## config.mk

```make
export PLATFORM = sky130hd
export DESIGN_NAME = per_channel_ema_severity
export DESIGN_NICKNAME = d
export VERILOG_FILES = /design/src/hw/rtl/pces_pkg.sv /design/src/hw/rtl/per_channel_ema_severity.sv /design/src/hw/rtl/pces_front.sv /design/src/hw/rtl/pces_back.sv
export SDC_FILE = /design/constraint.sdc
export NUM_CORES = 2
export LEC_CHECK = 0
export BUFFER_PORTS_ARGS = -buffer_cell sky130_fd_sc_hd__buf_2
export CORE_MARGIN = 5
export CORE_UTILIZATION = 55
export DETAILED_ROUTE_END_ITERATION = 7
export PLACE_DENSITY_LB_ADDON = 0.1
export SETUP_SLACK_MARGIN = 0.2
export SYNTH_ARGS = -nofsm -noshare
export SYNTH_HDL_FRONTEND = slang
export SYNTH_SLANG_ARGS = --single-unit
```

## constraint.sdc

```tcl
create_clock -name clk -period 10.2 [get_ports clk]
set_clock_uncertainty 0.15 [all_clocks]
set_input_delay 1.02 -clock clk [delete_from_list [all_inputs] [get_ports clk]]
set_output_delay 1.02 -clock clk [all_outputs]
set_load 0.005 [all_outputs]
```

## src/hw/rtl/pces_pkg.sv

```systemverilog
// ----------------------------------------------------------------------------
// pces_pkg
// Shared widths, register codes, reset values and types of the per-channel
// EMA severity block.
// ----------------------------------------------------------------------------
`timescale 1ns / 1ps

package pces_pkg;

  // Field widths
  localparam int CH_W       = 6;
  localparam int CH_CODES   = 2 ** CH_W;
  localparam int RATIO_W    = 16;
  localparam int ALPHA_W    = 13;
  localparam int SEV_W      = 2;
  localparam int S_TDATA_W  = 24;
  localparam int M_TDATA_W  = 24;
  localparam int CFG_IDX_W  = 4;
  localparam int CFG_DATA_W = 16;

  // Widest saturated alpha (fraction bits up to 16, plus one integer bit)
  localparam int WIDE_W = 17;

  // Queue between the front and the back
  localparam int QDEPTH = 4;
  localparam int QPTR_W = 2;
  localparam int QCNT_W = 3;

  // Register reset values
  localparam logic [ALPHA_W-1:0] ALPHA_RST  = 13'd1229;
  localparam logic [RATIO_W-1:0] THRESH_RST = 16'd410;
  localparam logic [RATIO_W-1:0] YELLOW_RST = 16'd4915;
  localparam logic [RATIO_W-1:0] RED_RST    = 16'd8192;

  // Configuration register indexes
  typedef enum logic [CFG_IDX_W-1:0] {
    REG_ALPHA  = 4'd0,
    REG_THRESH = 4'd1,
    REG_YELLOW = 4'd2,
    REG_RED    = 4'd3
  } cfg_reg_t;

  // Severity classes
  typedef enum logic [SEV_W-1:0] {
    SEV_LIGHT    = 2'd0,
    SEV_MODERATE = 2'd1,
    SEV_HEAVY    = 2'd2
  } sev_t;

  // Sample payload carried through the queue
  typedef struct packed {
    logic               batch_end;
    logic [RATIO_W-1:0] raw_ratio;
  } item_t;

  // Control from the back to the front
  typedef struct packed {
    logic pop;
    logic clearing;
  } back_ctl_t;

endpackage

```

## src/hw/rtl/per_channel_ema_severity.sv

```systemverilog
// An accepted input transaction passes through the input queue, the read stage and
// the flag stage before its result is loaded into the output register. Throughput:
// one transaction per cycle while the output does not stall; the read-modify-write
// loop through the smoothed-value memory closes by forwarding the last value written.
// Reset: synchronous; after rst falls the seen-bit memory is cleared one entry at a
// time, with s_axis_tready low meanwhile. Configuration writes are taken in every cycle.
// ----------------------------------------------------------------------------
// per_channel_ema_severity
// Per-channel exponential moving average with change, severity and batch
// change flags.
// ----------------------------------------------------------------------------
`timescale 1ns / 1ps

module per_channel_ema_severity
  import pces_pkg::*;
#(
  parameter int CHANNELS  = 64,
  parameter int FRAC_BITS = 12
) (
  input  logic                  clk,
  input  logic                  rst,
  input  logic                  s_axis_tvalid,
  output logic                  s_axis_tready,
  input  logic [S_TDATA_W-1:0]  s_axis_tdata,   // channel[5:0], raw_ratio[21:6]
  input  logic                  s_axis_tlast,   // batch_end
  output logic                  m_axis_tvalid,
  input  logic                  m_axis_tready,
  output logic [M_TDATA_W-1:0]  m_axis_tdata,   // smoothed_ratio[15:0], severity[17:16],
                                                // changed[18], batch_changed[19]
  output logic                  m_axis_tlast,   // last
  input  logic                  cfg_valid,
  output logic                  cfg_ready,
  input  logic [CFG_IDX_W-1:0]  cfg_index,
  input  logic [CFG_DATA_W-1:0] cfg_data
);

  localparam int IW    = $clog2(CHANNELS);
  localparam int OUT_W = RATIO_W + SEV_W + 2;

  logic               q_valid;
  logic [IW-1:0]      q_idx;
  item_t              q_item;
  item_t              in_item;
  back_ctl_t          ctl;
  logic [RATIO_W-1:0] out_smoothed;
  logic [SEV_W-1:0]   out_severity;
  logic               out_changed;
  logic               out_batch_changed;

  // Unpack the input transaction
  assign in_item.raw_ratio = s_axis_tdata[CH_W +: RATIO_W];
  assign in_item.batch_end = s_axis_tlast;

  // Registers accept a write in every cycle
  assign cfg_ready = 1'b1;

  pces_front #(
    .CHANNELS (CHANNELS),
    .IW       (IW)
  ) u_front (
    .clk        (clk),
    .rst        (rst),
    .in_valid   (s_axis_tvalid),
    .in_ready   (s_axis_tready),
    .in_channel (s_axis_tdata[CH_W-1:0]),
    .in_item    (in_item),
    .q_valid    (q_valid),
    .q_idx      (q_idx),
    .q_item     (q_item),
    .ctl        (ctl)
  );

  pces_back #(
    .CHANNELS  (CHANNELS),
    .FRAC_BITS (FRAC_BITS),
    .IW        (IW)
  ) u_back (
    .clk               (clk),
    .rst               (rst),
    .cfg_valid         (cfg_valid),
    .cfg_index         (cfg_index),
    .cfg_data          (cfg_data),
    .q_valid           (q_valid),
    .q_idx             (q_idx),
    .q_item            (q_item),
    .ctl               (ctl),
    .out_valid         (m_axis_tvalid),
    .out_ready         (m_axis_tready),
    .out_smoothed      (out_smoothed),
    .out_severity      (out_severity),
    .out_changed       (out_changed),
    .out_batch_changed (out_batch_changed),
    .out_last          (m_axis_tlast)
  );

  // Pack the result transaction
  assign m_axis_tdata = {{(M_TDATA_W - OUT_W){1'b0}}, out_batch_changed, out_changed,
                         out_severity, out_smoothed};

endmodule

```

## src/hw/rtl/pces_front.sv

```systemverilog
// ----------------------------------------------------------------------------
// pces_front
// Accepts samples, folds the channel number into the table range and queues
// them for the back end.
// ----------------------------------------------------------------------------
`timescale 1ns / 1ps

module pces_front
  import pces_pkg::*;
#(
  parameter int CHANNELS = 64,
  parameter int IW       = 6
) (
  input  logic            clk,
  input  logic            rst,
  input  logic            in_valid,
  output logic            in_ready,
  input  logic [CH_W-1:0] in_channel,
  input  item_t           in_item,
  output logic            q_valid,
  output logic [IW-1:0]   q_idx,
  output item_t           q_item,
  input  back_ctl_t       ctl
);

  logic [IW-1:0]     wrap_tab [CH_CODES];
  logic [IW-1:0]     q_idx_mem [QDEPTH];
  item_t             q_item_mem [QDEPTH];
  logic [QPTR_W-1:0] wr_ptr;
  logic [QPTR_W-1:0] rd_ptr;
  logic [QCNT_W-1:0] count;
  logic              push;

  // Wrap channel codes beyond the table onto it
  for (genvar g = 0; g < CH_CODES; g++) begin : g_wrap
    assign wrap_tab[g] = IW'(g % CHANNELS);
  end

  // Hold off input while the queue is full or the seen bits are being cleared
  assign in_ready = !ctl.clearing && (count != QCNT_W'(QDEPTH));
  assign push     = in_valid && in_ready;
  assign q_valid  = (count != '0);
  assign q_idx    = q_idx_mem[rd_ptr];
  assign q_item   = q_item_mem[rd_ptr];

  // Advance queue pointers and fill count
  always_ff @(posedge clk) begin
    if (rst) begin
      wr_ptr <= '0;
      rd_ptr <= '0;
      count  <= '0;
    end else begin
      if (push) begin
        wr_ptr <= wr_ptr + QPTR_W'(1);
      end
      if (ctl.pop) begin
        rd_ptr <= rd_ptr + QPTR_W'(1);
      end
      case ({push, ctl.pop})
        2'b10:   count <= count + QCNT_W'(1);
        2'b01:   count <= count - QCNT_W'(1);
        default: count <= count;
      endcase
    end
  end

  // Store the transaction payload
  always_ff @(posedge clk) begin
    if (push) begin
      q_idx_mem[wr_ptr]  <= wrap_tab[in_channel];
      q_item_mem[wr_ptr] <= in_item;
    end
  end

endmodule

```

## src/hw/rtl/pces_back.sv

```systemverilog
// ----------------------------------------------------------------------------
// pces_back
// Per-channel smoothing with the value and seen-bit memories, change and
// severity flags, batch flag and the output register.
// ----------------------------------------------------------------------------
`timescale 1ns / 1ps

module pces_back
  import pces_pkg::*;
#(
  parameter int CHANNELS  = 64,
  parameter int FRAC_BITS = 12,
  parameter int IW        = 6
) (
  input  logic                  clk,
  input  logic                  rst,
  input  logic                  cfg_valid,
  input  logic [CFG_IDX_W-1:0]  cfg_index,
  input  logic [CFG_DATA_W-1:0] cfg_data,
  input  logic                  q_valid,
  input  logic [IW-1:0]         q_idx,
  input  item_t                 q_item,
  output back_ctl_t             ctl,
  output logic                  out_valid,
  input  logic                  out_ready,
  output logic [RATIO_W-1:0]    out_smoothed,
  output logic [SEV_W-1:0]      out_severity,
  output logic                  out_changed,
  output logic                  out_batch_changed,
  output logic                  out_last
);

  localparam int AW = FRAC_BITS + 1;
  localparam int PW = AW + RATIO_W;
  localparam int SW = PW + 1;
  localparam logic [WIDE_W-1:0] ONE_WIDE = WIDE_W'(1) << FRAC_BITS;
  localparam logic [AW-1:0] ALPHA_RST_SAT =
    (WIDE_W'(ALPHA_RST) > ONE_WIDE) ? AW'(ONE_WIDE) : AW'(ALPHA_RST);
  localparam logic [AW-1:0] BETA_RST = AW'(ONE_WIDE) - ALPHA_RST_SAT;

  // Configuration
  logic [AW-1:0]      alpha_sat;
  logic [AW-1:0]      beta;
  logic [RATIO_W-1:0] threshold;
  logic [RATIO_W-1:0] yellow_level;
  logic [RATIO_W-1:0] red_level;
  logic [WIDE_W-1:0]  alpha_in;
  logic [WIDE_W-1:0]  alpha_cap;

  // Clearing pass
  logic          clearing;
  logic [IW-1:0] clear_idx;

  // Memories
  logic [RATIO_W-1:0] sm_mem [CHANNELS];
  logic               seen_mem [CHANNELS];
  logic [RATIO_W-1:0] rd_sm;
  logic               rd_seen;
  logic               seen_we;
  logic [IW-1:0]      seen_waddr;

  // Pipeline control
  logic adv;
  logic pop;
  logic s2_fire;
  logic s3_fire;

  // Read stage
  logic               s2_valid;
  logic [IW-1:0]      s2_idx;
  logic [RATIO_W-1:0] s2_raw;
  logic               s2_bend;
  logic [PW-1:0]      s2_araw;
  logic               fwd;
  logic [RATIO_W-1:0] prev;
  logic               seen;
  logic [PW-1:0]      bprev;
  logic [SW-1:0]      sum;
  logic [SW-1:0]      shifted;
  logic [RATIO_W-1:0] sm_calc;
  logic [RATIO_W-1:0] sm_next;

  // Flag stage
  logic               s3_valid;
  logic [IW-1:0]      s3_idx;
  logic [RATIO_W-1:0] s3_sm;
  logic [RATIO_W-1:0] s3_raw;
  logic               s3_bend;
  logic [RATIO_W-1:0] diff;
  logic               chg;
  logic               bchg;
  sev_t               sev;
  logic               batch_flag;

  // Saturate alpha at one on write
  assign alpha_in  = WIDE_W'(cfg_data[ALPHA_W-1:0]);
  assign alpha_cap = (alpha_in > ONE_WIDE) ? ONE_WIDE : alpha_in;

  always_ff @(posedge clk) begin
    if (rst) begin
      alpha_sat    <= ALPHA_RST_SAT;
      beta         <= BETA_RST;
      threshold    <= THRESH_RST;
      yellow_level <= YELLOW_RST;
      red_level    <= RED_RST;
    end else if (cfg_valid) begin
      case (cfg_reg_t'(cfg_index))
        REG_ALPHA: begin
          alpha_sat <= AW'(alpha_cap);
          beta      <= AW'(ONE_WIDE - alpha_cap);
        end
        REG_THRESH: threshold    <= cfg_data[RATIO_W-1:0];
        REG_YELLOW: yellow_level <= cfg_data[RATIO_W-1:0];
        REG_RED:    red_level    <= cfg_data[RATIO_W-1:0];
        default: begin
        end
      endcase
    end
  end

  // Sweep the seen bits to zero after reset
  always_ff @(posedge clk) begin
    if (rst) begin
      clearing  <= 1'b1;
      clear_idx <= '0;
    end else if (clearing) begin
      clear_idx <= clear_idx + IW'(1);
      if (clear_idx == IW'(CHANNELS - 1)) begin
        clearing <= 1'b0;
      end
    end
  end

  // Advance the whole pipeline together when the output register frees up
  assign adv     = !out_valid || out_ready;
  assign pop     = adv && q_valid && !clearing;
  assign s2_fire = adv && s2_valid;
  assign s3_fire = adv && s3_valid;
  assign ctl.pop      = pop;
  assign ctl.clearing = clearing;

  // Smoothed-value memory: write from the read stage, registered read on pop
  always_ff @(posedge clk) begin
    if (s2_fire) begin
      sm_mem[s2_idx] <= sm_next;
    end
    if (pop) begin
      rd_sm <= sm_mem[q_idx];
    end
  end

  // Seen-bit memory: shared write port for the clearing pass and updates
  assign seen_we    = clearing || s2_fire;
  assign seen_waddr = clearing ? clear_idx : s2_idx;

  always_ff @(posedge clk) begin
    if (seen_we) begin
      seen_mem[seen_waddr] <= !clearing;
    end
    if (pop) begin
      rd_seen <= seen_mem[q_idx];
    end
  end

  // Load the read stage and form the new-sample product
  always_ff @(posedge clk) begin
    if (rst) begin
      s2_valid <= 1'b0;
    end else if (adv) begin
      s2_valid <= pop;
    end
  end

  always_ff @(posedge clk) begin
    if (pop) begin
      s2_idx  <= q_idx;
      s2_raw  <= q_item.raw_ratio;
      s2_bend <= q_item.batch_end;
      s2_araw <= PW'(alpha_sat) * PW'(q_item.raw_ratio);
    end
  end

  // Forward the value just written when the same channel follows directly
  assign fwd  = s3_valid && (s3_idx == s2_idx);
  assign prev = fwd ? s3_sm : rd_sm;
  assign seen = fwd || rd_seen;

  // Blend with the previous value, truncate and clamp; a channel's first sample passes through
  assign bprev   = PW'(beta) * PW'(prev);
  assign sum     = SW'(s2_araw) + SW'(bprev);
  assign shifted = sum >> FRAC_BITS;
  assign sm_calc = (|shifted[SW-1:RATIO_W]) ? '1 : shifted[RATIO_W-1:0];
  assign sm_next = seen ? sm_calc : s2_raw;

  always_ff @(posedge clk) begin
    if (rst) begin
      s3_valid <= 1'b0;
    end else if (adv) begin
      s3_valid <= s2_valid;
    end
  end

  always_ff @(posedge clk) begin
    if (s2_fire) begin
      s3_idx  <= s2_idx;
      s3_sm   <= sm_next;
      s3_raw  <= s2_raw;
      s3_bend <= s2_bend;
    end
  end

  // Classify the smoothed value and flag a change from the raw sample
  assign diff = (s3_sm >= s3_raw) ? (s3_sm - s3_raw) : (s3_raw - s3_sm);
  assign chg  = (diff > threshold);
  assign bchg = batch_flag || chg;

  always_comb begin
    if (s3_sm < yellow_level) begin
      sev = SEV_LIGHT;
    end else if (s3_sm < red_level) begin
      sev = SEV_MODERATE;
    end else begin
      sev = SEV_HEAVY;
    end
  end

  // Track the batch flag and load the output register
  always_ff @(posedge clk) begin
    if (rst) begin
      out_valid  <= 1'b0;
      batch_flag <= 1'b0;
    end else if (adv) begin
      out_valid <= s3_valid;
      if (s3_valid) begin
        batch_flag <= s3_bend ? 1'b0 : bchg;
      end
    end
  end

  always_ff @(posedge clk) begin
    if (s3_fire) begin
      out_smoothed      <= s3_sm;
      out_severity      <= sev;
      out_changed       <= chg;
      out_batch_changed <= bchg;
      out_last          <= s3_bend;
    end
  end

endmodule

```

==> metrics <==
Top delay family on crit path adder cells; Ys Warns 0; total number of vias 37730; RSZ-0062 raised after global routing false; placed cell areas 0.07272 mm2; mean area per synthesized cell 15.37 um2; hold path startpoint u_back.red_level[3]; Rows 131; VDD IR max 0.0001775 V; hold violation total from the final report 0; Worst-path clk slew 0.06 ns; Worst Tran Pin Value 1.162 ns; Pint 9625 uW; CP max stage delay 0.66 ns; outcome finished, final reports clean; r2r startpoint u_back.s2_idx[4]; ys flop type edfxtp_1; cts repair resizes 0; Crit. End Element register; Clk Tree Root Cell clkbuf_16; adder-cell share of the synthesized area 0.1388; number of port buffers 70; final setup fails 0; number of flops mapped to enable cells by yosys 1309; WL/cell 24.86 um; TritonCTS buffer count 144; compound-gate portion of the synthesized area 0.03324; post-synthesis mux area share 0.1275; Power Density 162.7 mW/mm2; clock latency on the worst-skew pair 0.76 ns; Max Buffers Root-to-Sink 3; initial antenna violation count 6; Worst Setup Start Kind register; largest net degree at the start of global routing 112; Tcrit/Tclk final 0.9250; gpl congestion 0.8402; number of global-route vias before repair 38780; overall power 12540 uW; fill count 9517; Setup Total Neg Slack 0 ns; register area 0.04117 mm2; Leak 0.02811 uW; Pre-Repair DR Iteration Count 7; Core ar. 0.1270 mm2; nets 5292; Hold Buf Count CTS 0; sw power 2917 uW; relative slew slack 0.2248; max_cap viols 0; die height 367.0 um; main combinational cell family by area after synthesis adder cells; Die Footprint 0.1347 mm2; combinational fraction of design power 0.095; fin util 0.6071; Synth async-reset ratio 0; XOR/XNOR share of the synthesized area 0.009873; most frequent cells in the layout edfxtp_1 (1309), inv_1 (524), nand2_1 (448); P&R area growth vs syn 10.03%; count of pins over their slew limit 0; first-pass GRT wire length 243500 um; Initial Utilization 0.5517; Total GRT Usage 0.2417; Worst path slowest cell nor2_2; final wirelength 159900 um; Clock Power Share 0.396; I/O Pins 78; fin crit period 9.435 ns; Synth Area in Simple Gates 0.06198; hold_ws 0.3016 ns; postcts setup bufs 0; Num Clock Sinks 1402; critical path data required time 10.46 ns; Post-Syn Area 0.07008 mm2; CP Class register to register; CP arrival 9.70 ns; layout cells sized above 1 0.1682; DRC violations left 0; DP HPWL 104000 um; Most common cell on crit path fa_1; multi-input logic area 0.02610 mm2; Setup crit start u_back.s2_idx[4]; crit path buf inv count 6; via/cell ratio 5.866; Hold Crit Class register to register; sequential share of the synthesized area 0.5874; part of the power in registers 0.509; Mapped Cells 4560; grt ovf 0; most common cell after layout, fill and taps aside edfxtp_1; design area 0.07711 mm2; Max H-tree Level 4; count of cell types in the netlist 70; DR iter-0 viols 3039; Achievable Freq 106.0 MHz; die width 367.0 um; CTS tree yes; Seq cells post-synth 1402; post-route ant nets 0; critical path fanouts, max 65; switch share 0.2326
==> registers in the layout (all words and copies together), names as in the netlist, 3 cells and up, named ones only <==
| register | cells |
|---|---|
| u_back.alpha_sat | 12 |
| u_back.beta | 13 |
| u_back.clear_idx | 6 |
| u_back.out_smoothed | 16 |
| u_back.rd_sm | 16 |
| u_back.red_level | 16 |
| u_back.s2_araw | 29 |
| u_back.s2_idx | 6 |
| u_back.s2_raw | 16 |
| u_back.s3_idx | 6 |
| u_back.s3_raw | 16 |
| u_back.s3_sm | 16 |
| u_back.seen_mem | 64 |
| u_back.sm_mem | 1024 |
| u_back.threshold | 16 |
| u_back.yellow_level | 16 |
| u_front.count | 3 |
| u_front.q_idx_mem | 24 |
| u_front.q_item_mem | 68 |
==> power by group through the flow <==
stage          Combinational [uW]  Sequential [uW]  Clock (uW)
2_1_floorplan                 830             6510           0
3_3_place_gp                 1180             6510           0
3_5_place_dp                 1180             6510           0
4_1_cts                      1190             6390        5070
5_1_grt                      1330             6380        5350
6_report                     1190             6390        4960
==> worst paths after layout <==
kind,end,slack (ns),depth (start not counted)
min,u_back.red_level[3],0.30,2
min reg2reg,u_back.red_level[3],0.30,2
max reg2reg,u_back.sm_mem[49][3],0.77,27
max,u_back.sm_mem[49][3],0.77,27
==> metal layers <==
| layer | part of all wire | GRT usage |
|---|---|---|
| met1 | 0.42 | 0.3359 |
| met2 | 0.51 | 0.4096 |
| met3 | 0.046 | 0.03265 |
| met4 | 0.024 | 0.06317 |
| met5 | 0.000094 | 0 |
==> metrics by stage <==
step / cells / setup WS, ns
floorplan: 4563 / 0.3767
global placement: 6182 / 1.021
detailed placement: 6182 / 0.9456
CTS: 6431 / 0.9027
global route: 6432 / 0.3602
finish: 6433 / 0.7654
==> synth_stat cells, types with 43 or more instances <==
cell type / instances / area (um2)
edfxtp_1: 1309 / 39310
inv_1: 525 / 1971
nand2_1: 448 / 1682
mux4_2: 363 / 8175
fa_1: 336 / 6726
ha_1: 240 / 3003
nor2_1: 188 / 705.7
and2_1: 168 / 1051
clkbuf_1: 162 / 608.1
a21oi_1: 128 / 640.6
dfxtp_1: 93 / 1862
xnor2_1: 52 / 455.4
a21o_1: 49 / 367.9
o21ai_0: 43 / 215.2
==> worst register-to-register path: stages (launching register included) <==
cell and delay (ns):
edfxtp_1 0.56, xnor2_1 0.24, nand4_1 0.34, nor2_2 0.66
buf_4 0.33, mux2_2 0.48, and2_1 0.23, fa_1 0.50
inv_1 0.05, fa_1 0.53, inv_1 0.05, fa_1 0.49
fa_1 0.42, fa_1 0.49, inv_1 0.05, fa_1 0.47
inv_1 0.04, ha_1 0.38, a21oi_1 0.26, o2111ai_1 0.17
or3b_1 0.45, nand3_1 0.10, o211ai_1 0.23, a311o_1 0.42
nand3_1 0.10, nand2_1 0.29, o22a_2 0.35, buf_12 0.17
==> layout make-up <==
cell class                      count  area share
Clock buffer                      179     0.04952
Multi-Input combinational cell   2411      0.3384
Antenna cell                        2  0.00006490
Inverter                          525     0.02556
Timing Repair Buffer              182     0.01821
Clock inverter                     70    0.007383
Sequential cell                  1402      0.5339
Tap cell                         1662     0.02697
==> cell families after synthesis <==
| logic type | after synthesis |
|---|---|
| AO/OA/AOI/OAI | 364 |
| XOR/XNOR | 79 |
| adder cells (fa/ha/maj) | 576 |
| buffers and inverters | 750 |
| flip-flops | 1402 |
| multiplexers | 434 |
| other | 2 |
| AND/OR/NAND/NOR | 953 |
No activity file was read; power rests on OpenSTA's default activity.
